File: src/sv/pbrle_pkg.sv
// Package for the PackBits-style run-length encoder.
// Holds the request payload types and the fixed constants; depends on nothing.
package pbrle_pkg;

  // One uncompressed byte and its end-of-stream mark.
  typedef struct packed {
    logic [7:0] in_byte;
    logic       stream_end;
  } raw_t;

  // One compressed byte with its framing marks.
  typedef struct packed {
    logic [7:0] out_byte;
    logic       burst_last;
    logic       stream_done;
  } enc_t;

  localparam logic [6:0] MIN_RUN         = 7'd3;
  localparam logic [6:0] RUN_LIMIT_RESET = 7'd127;

  // Register index of run_limit on the configuration port.
  localparam logic       REG_RUN_LIMIT   = 1'b0;

endpackage

File: src/sv/packbits_style_rle_encoder.sv
// Flow: an input request is taken in S_IDLE and decided in the next cycle, in S_DECIDE; each repeat
// record byte and each literal header is sent from its own state, each literal byte by S_FL_RD (a
// read of the literal memory) and then S_FL_DAT (the transfer); sending waits while the result stage is stalled.
// No new input byte is taken before the last one is done; the input stalls from acceptance until the
// last output byte has been registered.
// Synchronous reset clears the run, literal count and output stage; run_limit is 127.
module packbits_style_rle_encoder #(
  parameter int MAX_LITERAL = 32
) (
  input  logic              clk,
  input  logic              rst,
  input  logic              raw_valid,
  output logic              raw_stall,
  input  pbrle_pkg::raw_t   raw_item,
  output logic              enc_valid,
  input  logic              enc_stall,
  output pbrle_pkg::enc_t   enc_item,
  input  logic              psel,
  input  logic              penable,
  input  logic              pwrite,
  input  logic [2:0]        paddr,
  input  logic [31:0]       pwdata,
  output logic [31:0]       prdata,
  output logic              pready
);

  localparam int CW = $clog2(MAX_LITERAL + 1);
  localparam int AW = (MAX_LITERAL > 1) ? $clog2(MAX_LITERAL) : 1;
  localparam logic [CW-1:0] MaxCnt = CW'(MAX_LITERAL);

  typedef enum logic [3:0] {
    S_IDLE,
    S_DECIDE,
    S_REP_A_CNT,
    S_REP_A_VAL,
    S_FL_HDR,
    S_FL_RD,
    S_FL_DAT,
    S_REP_B_CNT,
    S_REP_B_VAL
  } state_t;

  state_t        state;
  logic [7:0]    run_value;
  logic [6:0]    run_length;
  logic [CW-1:0] lit_count;
  logic [6:0]    run_limit;
  logic [7:0]    cur_byte;
  logic          cur_end;
  logic [6:0]    rep_a_cnt;
  logic [7:0]    rep_a_val;
  logic [6:0]    rep_b_cnt;
  logic          pend_b;
  logic [CW-1:0] flush_k;
  logic [AW-1:0] fl_idx;
  logic [7:0]    rd_data;
  logic [7:0]    lit_mem [MAX_LITERAL];

  // Decision for the current request.
  logic          d_rep_a;
  logic          d_rep_b;
  logic [6:0]    d_rep_b_cnt;
  logic [6:0]    run_length_next;
  logic [7:0]    run_value_next;
  logic [CW-1:0] lit_count_next;
  logic [CW-1:0] d_flush_k;
  logic          d_wr;
  logic [6:0]    lim;
  logic          push_ok;
  logic          out_push;
  logic          cfg_wr;
  logic          fl_last;

  assign raw_stall = (state != S_IDLE);
  assign push_ok   = !enc_valid || !enc_stall;
  assign out_push  = push_ok && (state inside {S_REP_A_CNT, S_REP_A_VAL, S_FL_HDR, S_FL_DAT,
                                               S_REP_B_CNT, S_REP_B_VAL});
  assign pready    = 1'b1;
  assign cfg_wr    = psel && penable && pwrite && pready && (paddr[2] == pbrle_pkg::REG_RUN_LIMIT);
  assign prdata    = (paddr[2] == pbrle_pkg::REG_RUN_LIMIT) ? {25'd0, run_limit} : 32'd0;
  assign lim       = (run_limit < pbrle_pkg::MIN_RUN) ? pbrle_pkg::MIN_RUN : run_limit;
  assign fl_last   = ((CW'(fl_idx) + CW'(1)) == flush_k);

  always_comb begin
    logic          app;
    logic [CW-1:0] cnt_a;
    logic [7:0]    cnt8;
    app             = 1'b0;
    cnt_a           = lit_count;
    cnt8            = 8'(lit_count);
    d_rep_a         = 1'b0;
    d_rep_b         = 1'b0;
    d_rep_b_cnt     = run_length;
    d_wr            = 1'b0;
    d_flush_k       = '0;
    run_length_next = run_length;
    run_value_next  = run_value;
    lit_count_next  = lit_count;

    if (run_length != 7'd0 && cur_byte == run_value) begin
      if (run_length >= pbrle_pkg::MIN_RUN) begin
        run_length_next = run_length + 7'd1;
      end else if (run_length == 7'd2) begin
        // The two earlier copies leave the literal store; older literals go out first.
        d_flush_k       = (cnt8 >= 8'd2) ? CW'(cnt8 - 8'd2) : '0;
        lit_count_next  = '0;
        run_length_next = pbrle_pkg::MIN_RUN;
      end else begin
        run_length_next = 7'd2;
        app             = 1'b1;
      end
    end else begin
      d_rep_a         = (run_length >= pbrle_pkg::MIN_RUN);
      run_value_next  = cur_byte;
      run_length_next = 7'd1;
      app             = 1'b1;
    end

    if (app) begin
      if (lit_count < MaxCnt) begin
        d_wr  = 1'b1;
        cnt_a = lit_count + CW'(1);
      end
      if (cnt_a >= MaxCnt) begin
        // A full store is flushed at once and closes any short run with it.
        d_flush_k       = MaxCnt;
        lit_count_next  = '0;
        run_length_next = 7'd0;
      end else begin
        lit_count_next = cnt_a;
      end
    end

    if (run_length_next >= pbrle_pkg::MIN_RUN && run_length_next >= lim) begin
      d_rep_b         = 1'b1;
      d_rep_b_cnt     = run_length_next;
      run_length_next = 7'd0;
    end

    if (cur_end) begin
      if (run_length_next >= pbrle_pkg::MIN_RUN) begin
        d_rep_b     = 1'b1;
        d_rep_b_cnt = run_length_next;
      end
      if (lit_count_next != '0) begin
        d_flush_k = lit_count_next;
      end
      lit_count_next  = '0;
      run_length_next = 7'd0;
    end
  end

  always_ff @(posedge clk) begin
    if (state == S_DECIDE && d_wr) begin
      lit_mem[AW'(lit_count)] <= cur_byte;
    end
    rd_data <= lit_mem[fl_idx];
  end

  always_ff @(posedge clk) begin
    if (rst) begin
      state      <= S_IDLE;
      enc_valid  <= 1'b0;
      run_value  <= 8'd0;
      run_length <= 7'd0;
      lit_count  <= '0;
      run_limit  <= pbrle_pkg::RUN_LIMIT_RESET;
      pend_b     <= 1'b0;
      flush_k    <= '0;
      fl_idx     <= '0;
    end else begin
      enc_valid <= out_push || (enc_valid && enc_stall);
      if (cfg_wr) begin
        run_limit <= pwdata[6:0];
      end

      case (state)
        S_IDLE: begin
          if (raw_valid) begin
            cur_byte <= raw_item.in_byte;
            cur_end  <= raw_item.stream_end;
            state    <= S_DECIDE;
          end
        end

        S_DECIDE: begin
          rep_a_cnt  <= run_length;
          rep_a_val  <= run_value;
          rep_b_cnt  <= d_rep_b_cnt;
          pend_b     <= d_rep_b;
          flush_k    <= d_flush_k;
          fl_idx     <= '0;
          run_value  <= run_value_next;
          run_length <= run_length_next;
          lit_count  <= lit_count_next;
          if (d_rep_a) begin
            state <= S_REP_A_CNT;
          end else if (d_flush_k != '0) begin
            state <= S_FL_HDR;
          end else if (d_rep_b) begin
            state <= S_REP_B_CNT;
          end else begin
            state <= S_IDLE;
          end
        end

        S_REP_A_CNT: begin
          if (push_ok) begin
            enc_item  <= '{out_byte: {1'b0, rep_a_cnt}, burst_last: 1'b0, stream_done: 1'b0};
            state     <= S_REP_A_VAL;
          end
        end

        S_REP_A_VAL: begin
          if (push_ok) begin
            enc_item  <= '{out_byte: rep_a_val,
                           burst_last: (flush_k == '0) && !pend_b,
                           stream_done: (flush_k == '0) && !pend_b && cur_end};
            if (flush_k != '0) begin
              state <= S_FL_HDR;
            end else if (pend_b) begin
              state <= S_REP_B_CNT;
            end else begin
              state <= S_IDLE;
            end
          end
        end

        S_FL_HDR: begin
          if (push_ok) begin
            enc_item  <= '{out_byte: 8'd0 - 8'(flush_k), burst_last: 1'b0, stream_done: 1'b0};
            state     <= S_FL_RD;
          end
        end

        // The memory read of fl_idx lands in rd_data during this cycle.
        S_FL_RD: begin
          state <= S_FL_DAT;
        end

        S_FL_DAT: begin
          if (push_ok) begin
            enc_item  <= '{out_byte: rd_data,
                           burst_last: fl_last && !pend_b,
                           stream_done: fl_last && !pend_b && cur_end};
            if (!fl_last) begin
              fl_idx <= fl_idx + AW'(1);
              state  <= S_FL_RD;
            end else if (pend_b) begin
              state <= S_REP_B_CNT;
            end else begin
              state <= S_IDLE;
            end
          end
        end

        S_REP_B_CNT: begin
          if (push_ok) begin
            enc_item  <= '{out_byte: {1'b0, rep_b_cnt}, burst_last: 1'b0, stream_done: 1'b0};
            state     <= S_REP_B_VAL;
          end
        end

        S_REP_B_VAL: begin
          if (push_ok) begin
            enc_item  <= '{out_byte: run_value, burst_last: 1'b1, stream_done: cur_end};
            state     <= S_IDLE;
          end
        end

        default: begin
          state <= S_IDLE;
        end
      endcase
    end
  end

endmodule
File: config.mk
export PLATFORM = sky130hd
export DESIGN_NAME = packbits_style_rle_encoder
export DESIGN_NICKNAME = d
export VERILOG_FILES = /design/src/sv/pbrle_pkg.sv /design/src/sv/packbits_style_rle_encoder.sv
export SDC_FILE = /design/constraint.sdc
export NUM_CORES = 1
export LEC_CHECK = 0
export BUFFER_PORTS_ARGS = -buffer_cell sky130_fd_sc_hd__buf_2
export CAP_MARGIN = 10
export CORE_MARGIN = 1
export CORE_UTILIZATION = 50
export CTS_BUF_LIST = sky130_fd_sc_hd__clkbuf_8
export DETAILED_ROUTE_END_ITERATION = 12
export PLACE_DENSITY = 0.68
export SYNTH_ARGS = -nofsm -noshare
export SYNTH_HDL_FRONTEND = slang
export SYNTH_SLANG_ARGS = --single-unit
File: constraint.sdc
create_clock -name clk -period 5.4 [get_ports clk]
set_input_delay 0.27 -clock clk [delete_from_list [all_inputs] [get_ports clk]]
set_output_delay 0.27 -clock clk [all_outputs]
set_load 0.01 [all_outputs]
Word-level counts from Yosys, hierarchy flattened:

Memory sizes are Yosys's and may differ from the RTL's. A register that Yosys moved wholly into a read port is not among the register bits.
Index checks and enable logic that the tools add are counted.

* input port bits: 51
* RAM bits: 256
* bits in read-only memories: 0
* memories: 1
* bits in latches: 0
* bits in registers: 86

Memories
* lit_mem: words 32, bits a word 8, read ports 1, clocked after memory_dff 1, wr ports 1, RTL line packbits_style_rle_encoder.sv:57 `logic [7:0] lit_mem [MAX_LITERAL];`

* reduce and logical (&&, ||, !) cells: 32
* shifts and indexed selects: 0
* bitwise logic cells: 3
* multiply operators: 0
* $add $sub $neg: 6
* divide/modulo/power cells: 0
* eq/ne operators: 19
* $lt $le $gt $ge: 8
* mux-type cells: 63

Operators with widths (number)
* $mux 6: 16
* $mux 7: 11
* $mux 10: 6
* $pmux 10 s6: 1
* $pmux 4 s9: 1
* $mux 4: 8
* $reduce_bool 6->1: 4
* $ge 7x2->1 const B: 3
* $eq 4x3->1 const B: 4
* $ne 2x2->1 const B: 8
* $mux 3: 5
* $logic_and 1x1->1: 12
* $mux 1: 12
* $mux 5: 2
* $pmux 5 s2: 1
* $eq 4x2->1 const B: 2
* $eq 8x8->1: 1
* $reduce_and 8->1: 1
* $add 7x1->7 const B: 1
* $eq 7x2->1 const B: 1
* $ge 7x7->1: 1
* $lt 7x2->1 const B: 1
* $reduce_and 7->1: 1
* $reduce_bool 7->1: 1
* other kinds (20): 27

Longest topological paths before layout:

Gate-level depths: netlist of the first run.

* depth in word-level cells: 18
* mapped depth: 17

Worst setup path after synthesis of the first run:

OpenSTA, ideal clock, no wires.

* path type: reg2reg
* start point: register cur_byte[7]
* end point: register rep_b_cnt[1] (data pin)
* path slack: 1.743 ns
* data arrival time: 3.394 ns
* cell stages (with the launch flop): 15
* setup time: 0.262 ns
* clock period less this slack: 3.657 ns
* required time: 5.138 ns
* cell sequence: edfxtp_1 > xnor2_1 > and4_1 > buf_2 > nand3_1 > o21ai_0 > ha_1 > nand2b_1 > a21o_1 > a21oi_1 > o21ai_0 > a31o_2 > o32ai_2 > buf_6 > mux2_1

* word-level cells in the longest chain between the ends: 11
* elaborated cells on any way between the ends: 14
* classes of those cells: 3 x order compare; 1 x eq/ne; 8 x mux; 2 x reduce/logical

Ends and longest elaborated chain
* start, declared: RTL line packbits_style_rle_encoder.sv:48 `logic [7:0] cur_byte;`
* start signal, assigned: RTL line packbits_style_rle_encoder.sv:180 `cur_byte <= raw_item.in_byte;`
* $eq 8x8->1 (*): RTL line packbits_style_rle_encoder.sv:100 `if (run_length != 7'd0 && cur_byte == run_value) begin`
* $logic_and 1x1->1 (*): RTL line packbits_style_rle_encoder.sv:100
* $mux 7: RTL line packbits_style_rle_encoder.sv:100
* $mux 7: RTL line packbits_style_rle_encoder.sv:124 `if (cnt_a >= MaxCnt) begin`
* $mux 7 (*): RTL line packbits_style_rle_encoder.sv:119 `if (app) begin`
* $ge 7x2->1 / $ge 7x7->1 (equally long branches): RTL line packbits_style_rle_encoder.sv:134 `if (run_length_next >= pbrle_pkg::MIN_RUN && run_length_next >= lim) begin`
* $logic_and 1x1->1: RTL line packbits_style_rle_encoder.sv:134
* $mux 7: RTL line packbits_style_rle_encoder.sv:134
* $ge 7x2->1: RTL line packbits_style_rle_encoder.sv:141 `if (run_length_next >= pbrle_pkg::MIN_RUN) begin`
* $mux 7: RTL line packbits_style_rle_encoder.sv:141
* $mux 7 (*): RTL line packbits_style_rle_encoder.sv:140 `if (cur_end) begin`
* net d_rep_b_cnt[1]: RTL line packbits_style_rle_encoder.sv:62 `logic [6:0] d_rep_b_cnt;`
* end signal, assigned: RTL line packbits_style_rle_encoder.sv:189 `rep_b_cnt <= d_rep_b_cnt;`
* end, declared: RTL line packbits_style_rle_encoder.sv:52 `logic [6:0] rep_b_cnt;`

The timed path passes the listed nets; every way through them passes the cells marked *.
A chain may end at the register's enable or synchronous reset.

Final worst setup path of the first run:

* start point: register cur_byte[6]
* end point: register rep_b_cnt[3] (data pin)

The elaborated chain is that of the path after synthesis.

==> metrics.md, run 1 <==
| Metric | Value |
|---|---|
| Outcome | finished clean |
| P&R area growth vs syn | 10.5% |
| First-pass GRT wire length | 48.9 mm |
| Multi-input gate area | 0.00475 mm² |
| Final hold violation count | 0 |
| # IOs | 96 |
| Core Area | 0.0298 mm² |
| DRT Wirelength | 31.8 mm |
| Relative slew slack | 23.7% |
| Maximum level of the CTS H-tree | 2 |
| Psw | 1.22 mW |
| Final setup vio count | 0 |
| Max Clock Freq | 0.235 GHz |
| Crit-path cells | buf_4, xnor2_1, and4_1, nand3_1, o21ai_0, ha_1, nand2b_1, a21o_1, a21oi_1, o21ai_0, a31o_2, o32ai_2, mux2_1 |
| NumNets Final | 1,115 |
| Antenna diodes | 0 |
| Crit Path Class | flip-flop to flip-flop |
| Fin crit share | 78.7% |
| Vias in the first global route | 8,363 |
| Reg clk slew, reported paths | 0.07 ns |
| Gr usage total | 21.2% |
| Post-synthesis compound-gate area fraction | 6.34% |
| Clock Skew | 0.0387 ns |
| DRT iter0 DRCs | 732 |
| DR pass1 iterations | 6 |
| Setup TNS | 0 ns |
| Adder-cell share of the synthesized area | 1.73% |
| Syn Inst Count | 974 |
| Max Slew Vio Count | 0 |
| Crit path top cell by count | o21ai_0 |
| CP endpoint kind | flip-flop |
| Antenna Nets Post-Route | 0 |
| DIE AREA | 0.0311 mm² |
| Gate power share | 5.7% |
| Leak | 5.60 nW |
| CTS tree | yes |
| Initial Util | 51.0% |
| Max-cap violations | 0 |
| Required time worst endpoint | 5.73 ns |
| HP Class | primary input to flip-flop |
| Cts repair resizes | 0 |
| Die height | 176 µm |
| Peak VDD IR | 0.292 mV |
| CP max FO | 34 |
| Total Power | 5.41 mW |
| Ys flop type | edfxtp_1 |
| Asr flop ratio synth | 0% |
| Fin util | 56.3% |
| Largest net degree at the start of global routing | 66 |
| CTS buffer count | 52 |
| Number of synthesized flops with an enable pin | 297 |
| Antenna violations before repair | 0 |
| Slowest CP cell | o32ai_2 |
| Post-Synth Simple-Gate Area | 7.73% |
| Port bufs | 42 |
| Site Rows | 63 |
| # DRC | 0 |
| CP Data Arrival Time | 4.57 ns |
| Worst slew pin tran | 1.14 ns |
| Most frequent cells in the layout | edfxtp_1, nor2_1, mux4_2 |
| Post-synth cell types | 77 |
| CTS root buffer | clkbuf_8 |
| Reg-to-reg setup timing slack | 1.15 ns |
| Placer congestion estimate | 0.880 |
| Seq pwr share | 56.0% |
| WL/cell | 21.6 µm |
| Synth warnings | 0 |
| Chip width | 176 µm |
| Sw Share | 22.6% |
| FF+latch count, synth | 350 |
| Mux contribution to synthesized area | 13.5% |
| Synth Area in XOR/XNOR | 1.21% |
| Sequential share of the synthesized area | 65.7% |
| Via/cell ratio | 5.79 |
| CP Launch Type | flip-flop |
| Remaining Overflow, GRT | 0 |
| Pint | 4.19 mW |
| Worst-Skew Late Latency | 0.60 ns |
| DR vias | 8,540 |
| Proportion of layout cells with a drive suffix above 1 | 21.8% |
| Synthesized area | 0.0152 mm² |
| Clk network pwr share | 38.3% |
| Filler cells | 2,384 |
| Most common cell after layout, fill and taps aside | edfxtp_1 |
| Sequential cell area | 0.00998 mm² |
| Peak per-stage delay on the critical path | 0.53 ns |
| DP HPWL | 20.5 mm |
| TritonCTS Sinks | 350 |
| Longest Clk Path Bufs | 3 |
| RSZ-0062 raised after global routing | no |
| Largest family of logic cells by synthesized area | multiplexers |
| Synthesized area per cell | 15.6 µm² |
| Min Tclk post-route | 4.25 ns |
| Pwr dens | 322 mW/mm² |
final timing paths:
kind,startpoint,to,cells after the start
worst min register to register,run_limit[3],run_limit[3],1
worst min-delay path,pwdata[1],run_limit[1],4
worst max-delay path,cur_byte[6],rep_b_cnt[3],13
worst max register to register,cur_byte[6],rep_b_cnt[3],13
power groups by stage:
stage                     clock [mW]  combinational [mW]  sequential [mW]
final                           2.07               0.306             3.03
after global routing            2.23               0.335             3.04
after CTS                       2.13               0.306             3.03
after detailed placement           0               0.298             3.09
after global placement             0               0.294             3.08
after floorplan                    0               0.214             3.07
cells in the mapped netlist (4+ instances only):
master / n / area, µm²
edfxtp_1: 297 / 8920
nor2_1: 98 / 368
mux4_2: 80 / 1800
dfxtp_1: 53 / 1060
nand2_1: 39 / 146
clkbuf_1: 31 / 116
a21oi_1: 29 / 145
inv_1: 27 / 101
buf_4: 26 / 195
o21ai_0: 23 / 115
ha_1: 21 / 263
nand3_1: 21 / 105
xnor2_1: 16 / 140
nor3_1: 15 / 75.1
mux2i_1: 12 / 120
a22oi_1: 11 / 82.6
or3_1: 11 / 68.8
a221oi_1: 10 / 87.6
mux2_2: 9 / 101
a211o_1: 8 / 70.1
a211oi_1: 7 / 52.6
buf_1: 7 / 26.3
nor2b_1: 7 / 43.8
a31oi_1: 6 / 37.5
buf_2: 5 / 25.0
xor2_1: 5 / 43.8
and3_1: 4 / 25.0
buf_6: 4 / 45.0
nand3b_1: 4 / 30.0
nand4_1: 4 / 25.0
nor3b_1: 4 / 30.0
o31ai_1: 4 / 30.0
area by class of cell:
type	instances	area share, %
Tap cell	390	2.91
Clock buffer	59	4.84
Timing Repair Buffer	68	2.58
Inverter	29	0.649
Sequential cell	350	59.5
Multi-Input combinational cell	542	28.3
Clock inverter	37	1.27
cell families (layout without fill, tap and decap cells):
kind of cell | Yosys count | after routing
AOI/OAI and AO/OA | 135 | 135
xor gates and xnor gates | 21 | 21
adders and majority gates | 21 | 21
buffers and inverters | 106 | 193
DFF | 350 | 350
muxes | 104 | 104
other | 2 | 26
and+or+nand+nor | 235 | 235
sequential cells by signal, summed over array words and instances (netlist names), 8 cells and up:
register / flops
cur_byte: 8
enc_item: 10
lit_mem: 256
rd_data: 8
rep_a_val: 8
run_value: 8
worst max-delay path: cells and delay by family (launching register included):
family | cells | cell delay, ns
compound gates | 6 | 1.72
xor+xnor | 1 | 0.29
fa+ha+maj | 1 | 0.31
buf+inv | 1 | 0.25
flops | 1 | 0.37
mux | 1 | 0.38
simple gates | 3 | 0.69
through the flow:
stage	std cells	instance area (µm²)	worst slack [ns]	hold slack, ns
floorplan	998	15300	1.74	0.369
global placement	1368	15700	1.22	0.443
detailed placement	1368	15700	1.16	0.448
CTS	1475	16800	1.17	0.0110
global route	1475	16800	0.869	0.0327
finish	1475	16800	1.15	0.0308
per-layer routing:
layer / up-vias / share of wire [%] / global-route usage [%]
li1: 3912 / - / -
met1: 4266 / 43 / 30.5
met2: 309 / 48 / 33.4
met3: 53 / 6.5 / 3.40
met4: 0 / 2.3 / 6.67
met5: - / 0 / 0
repair_timing:
action                                 CTS  global route
endpoints found under the hold margin   11             0
hold buffers                            11             0
setup buffers                            0             0
Note: power is estimated with default switching activity, not from simulation.
==> inputs of run 2 (changes only) <==
Clock period 5.4 ns to 4.2 ns, I/O delays scaled along.
==> run 2 against run 1 <==
Compared with the run above:
- routed wire length is 2.0% higher
- critical path depth is 1 higher
- sequential power is 28% higher
- critical path type unchanged
- setup slack worse by 0.73 ns
- global-route usage is 0.25 points higher
- cell count is 3.4% higher
- count of clock-buffer cells in the layout is 3 higher
- combinational power is 36% higher
- non-clock buffer count is 44 higher
- utilization is 1.6 points higher
- register-to-register slack worse by 0.73 ns
- largest power group unchanged
==> metrics.md, run 2 (same netlist as run 1, synthesis figures left out) <==
| Metric | Value |
|---|---|
| Max reg flops | 256 |
| Fin crit share | 90.0% |
| DR vias | 8,712 |
| CP top delay family | compound AO/OA/AOI/OAI gates |
| Final hold violation count | 0 |
| Crit-path cells | ha_1, a21oi_1, nand3_1, nor3_1, nor3_1, ha_1, a21o_1, a21oi_1, o21ai_0, a31o_2, o32ai_2, buf_4, nor2b_1, a211oi_2 |
| DIE AREA | 0.0311 mm² |
| Worst slew pin tran | 1.10 ns |
| Seq pwr share | 53.9% |
| Relative slew slack | 26.5% |
| Antenna Nets Post-Route | 0 |
| Longest Clk Path Bufs | 3 |
| Required time worst endpoint | 4.63 ns |
| WP buf/inv | 1 |
| Most common cell after layout, fill and taps aside | edfxtp_1 |
| Most frequent cells in the layout | edfxtp_1, nor2_1, mux4_2 |
| TritonCTS Sinks | 350 |
| HP Class | primary input to flip-flop |
| Largest regs | lit_mem (256), enc_item (10) |
| CTS tree | yes |
| Filler cells | 2,328 |
| R2R depth | 14 |
| # IOs | 96 |
| CP Launch Type | flip-flop |
| CTS buffer count | 54 |
| Crit Path Class | flip-flop to flip-flop |
| WL/cell | 21.3 µm |
| Startpoint of the worst hold path | enc_stall |
| Initial Util | 51.0% |
| CTS root buffer | clkbuf_8 |
| Peak VDD IR | 0.389 mV |
| Reg-to-reg setup timing slack | 0.42 ns |
| Maximum level of the CTS H-tree | 2 |
| Psw | 1.62 mW |
| DP Cell Count | 1,407 |
| Worst Hold End | enc_valid |
| Biggest register | lit_mem |
| Max Clock Freq | 0.265 GHz |
| Gate power share | 5.8% |
| Cts repair resizes | 0 |
| Finished Cell Area | 0.0173 mm² |
| Sw Share | 22.5% |
| CP max FO | 10 |
| Placer congestion estimate | 0.882 |
| DP HPWL | 21.0 mm |
| Non-filler instance count after layout | 1,525 |
| Outcome | finished clean |
| Post-CTS setup buffer count | 0 |
| RSZ-0062 raised after global routing | no |
| DR pass1 iterations | 5 |
| DRT iter0 DRCs | 725 |
| Final setup vio count | 0 |
| Gr usage total | 21.5% |
| Total Power | 7.21 mW |
| NumNets Final | 1,161 |
| CP endpoint kind | flip-flop |
| Reg-to-reg startpoint | run_length[0] |
| Remaining Overflow, GRT | 0 |
| Port bufs | 42 |
| DRT Wirelength | 32.4 mm |
| Antenna violations before repair | 0 |
| Peak per-stage delay on the critical path | 0.43 ns |
| CTS Hold Bufs | 16 |
| First-pass GRT wire length | 49.7 mm |
| Core Area | 0.0298 mm² |
| Clk network pwr share | 40.3% |
| CP Data Arrival Time | 4.21 ns |
| Worst-Skew Late Latency | 0.59 ns |
| Max Slew Vio Count | 0 |
| Setup TNS | 0 ns |
| Die height | 176 µm |
| Max-cap violations | 0 |
| Worst Hold Depth | 3 |
| Slowest CP cell | dfxtp_1 |
| Leak | 5.87 nW |
| Pint | 5.59 mW |
| Site Rows | 63 |
| Reg clk slew, reported paths | 0.07 ns |
| Clock Skew | 0.0243 ns |
| Chip width | 176 µm |
| Worst flop-to-flop path endpoint | state[2] |
| Pwr dens | 418 mW/mm² |
| Vias in the first global route | 8,344 |
| Dpl cell area | 0.0160 mm² |
| Largest net degree at the start of global routing | 65 |
| P&R area growth vs syn | 13.6% |
| # DRC | 0 |
| Proportion of layout cells with a drive suffix above 1 | 25.0% |
| Via/cell ratio | 5.71 |
| Min Tclk post-route | 3.78 ns |
[run 2: worst max-delay path by stage]
stage,slack [ns],endpoint,start,cells after the start
final,0.42,state[2],run_length[0],14
after global routing,0.17,state[2],run_length[0],15
after CTS,0.50,state[2],run_length[0],15
after detailed placement,0.51,state[2],run_length[0],15
after global placement,0.50,state[2],run_length[1],11
after floorplan,0.54,rep_b_cnt[1],cur_byte[7],14
[run 2: through the flow]
stage / setup slack, ns / utilization, % / hold WS (ns)
after floorplan: 0.543 / - / 0.309
after global placement: 0.495 / 53.5 / 0.388
after detailed placement: 0.506 / 53.5 / 0.389
after CTS: 0.504 / 57.9 / 0.0968
after global routing: 0.173 / 57.9 / 0.129
final: 0.422 / 57.9 / 0.128
[run 2: area by class of cell]
type | count | area, µm² | share of cell area, %
tap | 390 | 488 | 2.83
clock inverter | 39 | 282 | 1.63
sequential | 350 | 9980 | 57.9
clock buffer | 62 | 853 | 4.95
multi-input combinational | 542 | 4750 | 27.5
timing repair buffer | 112 | 788 | 4.57
inverter | 29 | 109 | 0.631
antenna | 1 | 2.50 | 0.0145
[run 2: tightest hold or removal path: cells and delay by family]
family / cells / cell delay (ns)
buf+inv: 1 / 0.11
simple gates: 1 / 0.24
compound gates: 1 / 0.11
[run 2: power groups by stage]
stage | sequential, mW | combinational [mW] | clock, mW
2_1_floorplan | 3.95 | 0.275 | 0
3_3_place_gp | 3.96 | 0.393 | 0
3_5_place_dp | 3.96 | 0.399 | 0
4_1_cts | 3.89 | 0.413 | 2.96
5_1_grt | 3.89 | 0.454 | 3.11
6_report | 3.89 | 0.416 | 2.91
[run 2: per-layer routing]
metal	vias up	track usage (%)	share of wire [%]
li1	4003	-	-
met1	4370	30.8	44
met2	295	34.0	48
met3	44	4.09	6.3
met4	0	5.33	1.6
met5	-	0	0
==> inputs of run 3 (changes only) <==
Settings changed: CELL_PAD_IN_SITES_DETAIL_PLACEMENT set to 1, CELL_PAD_IN_SITES_GLOBAL_PLACEMENT set to 2, CORE_UTILIZATION 50 to 46, PLACE_DENSITY 0.68 to unset, PLACE_DENSITY_LB_ADDON set to 0.1.
==> run 3 against run 2 <==
Compared with the run above:
- setup slack worse by 0.11 ns
- sequential share of layout area down 0.79 points
- worst hold slack about the same
- count of clock-buffer cells in the layout up 1
- cell count up 4.1%
- final area up 1.4%
- clock power up 10%
- critical path type unchanged
- critical path depth down 2
==> metrics.md, run 3 (same netlist as run 1, synthesis figures left out) <==
| Metric | Value |
|---|---|
| Outcome | finished clean |
| Reg clk slew, reported paths | 0.07 ns |
| CP max FO | 10 |
| Die height | 184 µm |
| Antenna violations before repair | 1 |
| Chip width | 184 µm |
| Psw | 1.72 mW |
| Via/cell ratio | 5.57 |
| Gate power share | 5.8% |
| Proportion of layout cells with a drive suffix above 1 | 26.1% |
| # DRC | 0 |
| DIE AREA | 0.0338 mm² |
| Final setup vio count | 0 |
| Biggest register | lit_mem |
| Filler cells | 3,161 |
| Peak VDD IR | 0.265 mV |
| DP HPWL | 24.2 mm |
| CTS Hold Bufs | 17 |
| Initial Util | 46.7% |
| HP Class | primary input to flip-flop |
| Port bufs | 42 |
| Cts repair resizes | 0 |
| DR pass1 iterations | 5 |
| Sequential cell area | 0.00998 mm² |
| CTS root buffer | clkbuf_8 |
| Core Area | 0.0325 mm² |
| R2R depth | 12 |
| Fin crit share | 92.5% |
| Gr usage total | 23.1% |
| Reg-to-reg startpoint | run_length[0] |
| Pwr dens | 431 mW/mm² |
| CTS tree | yes |
| Relative slew slack | 23.2% |
| CP endpoint kind | flip-flop |
| Clk network pwr share | 42.6% |
| WP buf/inv | 1 |
| Antenna diodes | 0 |
| Max reg flops | 256 |
| Slowest CP cell | dfxtp_1 |
| CP Data Arrival Time | 4.25 ns |
| Total Power | 7.53 mW |
| Levels on crit path | 12 |
| Longest Clk Path Bufs | 3 |
| Max Slew Vio Count | 0 |
| Most common cell after layout, fill and taps aside | edfxtp_1 |
| Crit Path Class | flip-flop to flip-flop |
| Worst Hold Depth | 3 |
| Post-CTS setup buffer count | 0 |
| Leak | 5.96 nW |
| Maximum level of the CTS H-tree | 2 |
| CTS buffer count | 58 |
| Site Rows | 66 |
| Max Clock Freq | 0.257 GHz |
| Largest regs | lit_mem (256), enc_item (10) |
| Pint | 5.81 mW |
| Worst-Skew Late Latency | 0.63 ns |
| Clock Skew | 0.0290 ns |
| NumNets Final | 1,172 |
| DRT Wirelength | 37.7 mm |
| Placer congestion estimate | 0.796 |
| CP top delay family | compound AO/OA/AOI/OAI gates |
| Setup TNS | 0 ns |
| Crit-path cells | inv_1, ha_1, nand3_1, nand3_1, nor3_1, ha_1, a21o_1, a21oi_1, o21ai_0, a31o_2, o32ai_2, mux2_2 |
| Multi-input gate area | 0.00475 mm² |
| DRT iter0 DRCs | 626 |
| Largest net degree at the start of global routing | 66 |
| Required time worst endpoint | 4.56 ns |
| Antenna Nets Post-Route | 0 |
| TritonCTS Sinks | 350 |
| First-pass GRT wire length | 56.7 mm |
| Most frequent cells in the layout | edfxtp_1, nor2_1, mux4_2 |
| RSZ-0062 raised after global routing | no |
| Min Tclk post-route | 3.89 ns |
| # IOs | 96 |
| Peak per-stage delay on the critical path | 0.55 ns |
| P&R area growth vs syn | 15.2% |
| CP Launch Type | flip-flop |
| WL/cell | 23.7 µm |
| Worst flop-to-flop path endpoint | rep_b_cnt[6] |
| Remaining Overflow, GRT | 0 |
| Sw Share | 22.9% |
| Startpoint of the worst hold path | enc_stall |
| Final hold violation count | 0 |
| Max-cap violations | 0 |
| Vias in the first global route | 9,207 |
| Reg-to-reg setup timing slack | 0.31 ns |
| Worst Hold End | enc_valid |
| Worst slew pin tran | 1.15 ns |
| DR vias | 8,848 |
| Seq pwr share | 51.6% |
-- run 3: worst min-delay path, stage by stage --
cell and delay [ns]:
buf_2 0.11, nand2_1 0.26, a21oi_1 0.11
-- run 3: layout make-up --
class / count / area share [%]
Multi-Input combinational cell: 542 / 27.2
Sequential cell: 350 / 57.1
Timing Repair Buffer: 119 / 4.82
Tap cell: 442 / 3.16
Inverter: 29 / 0.622
Clock inverter: 43 / 2.19
Clock buffer: 63 / 4.96
-- run 3: worst max-delay path by stage --
stage,start,to,slack [ns]
final,run_length[0],rep_b_cnt[6],0.31
after global routing,run_length[0],state[2],0.003
after detailed placement,run_length[0],rep_b_cnt[6],0.36
after global placement,run_length[0],rep_b_cnt[6],0.44
after CTS,run_length[0],rep_b_cnt[6],0.33
after floorplan,cur_byte[7],rep_b_cnt[1],0.54
-- run 3: power by group through the flow --
| stage | clock network [mW] | logic, mW | registers, mW |
|---|---|---|---|
| final | 3.21 | 0.436 | 3.89 |
| after global routing | 3.41 | 0.479 | 3.89 |
| after CTS | 3.28 | 0.439 | 3.89 |
| after detailed placement | 0 | 0.424 | 3.96 |
| after global placement | 0 | 0.416 | 3.96 |
| after floorplan | 0 | 0.275 | 3.95 |
-- run 3: through the flow --
stage	area, µm²	utilization [%]	setup slack [ns]	cells	hold WS (ns)
CTS	17500	53.8	0.327	1588	0.0713
finish	17500	53.8	0.313	1588	0.128
global placement	16100	49.4	0.437	1465	0.389
floorplan	15300	-	0.543	998	0.309
detailed placement	16100	49.4	0.360	1465	0.388
global route	17500	53.8	0.00264	1588	0.147
-- run 3: metal layers --
| layer | vias to the layer above | global-route usage (%) | part of all wire (%) |
|---|---|---|---|
| met5 | - | 0 | 0 |
| met4 | 0 | 6.70 | 2.1 |
| met3 | 65 | 2.85 | 4.6 |
| met2 | 215 | 36.9 | 47 |
| met1 | 4545 | 33.4 | 46 |
| li1 | 4023 | - | - |
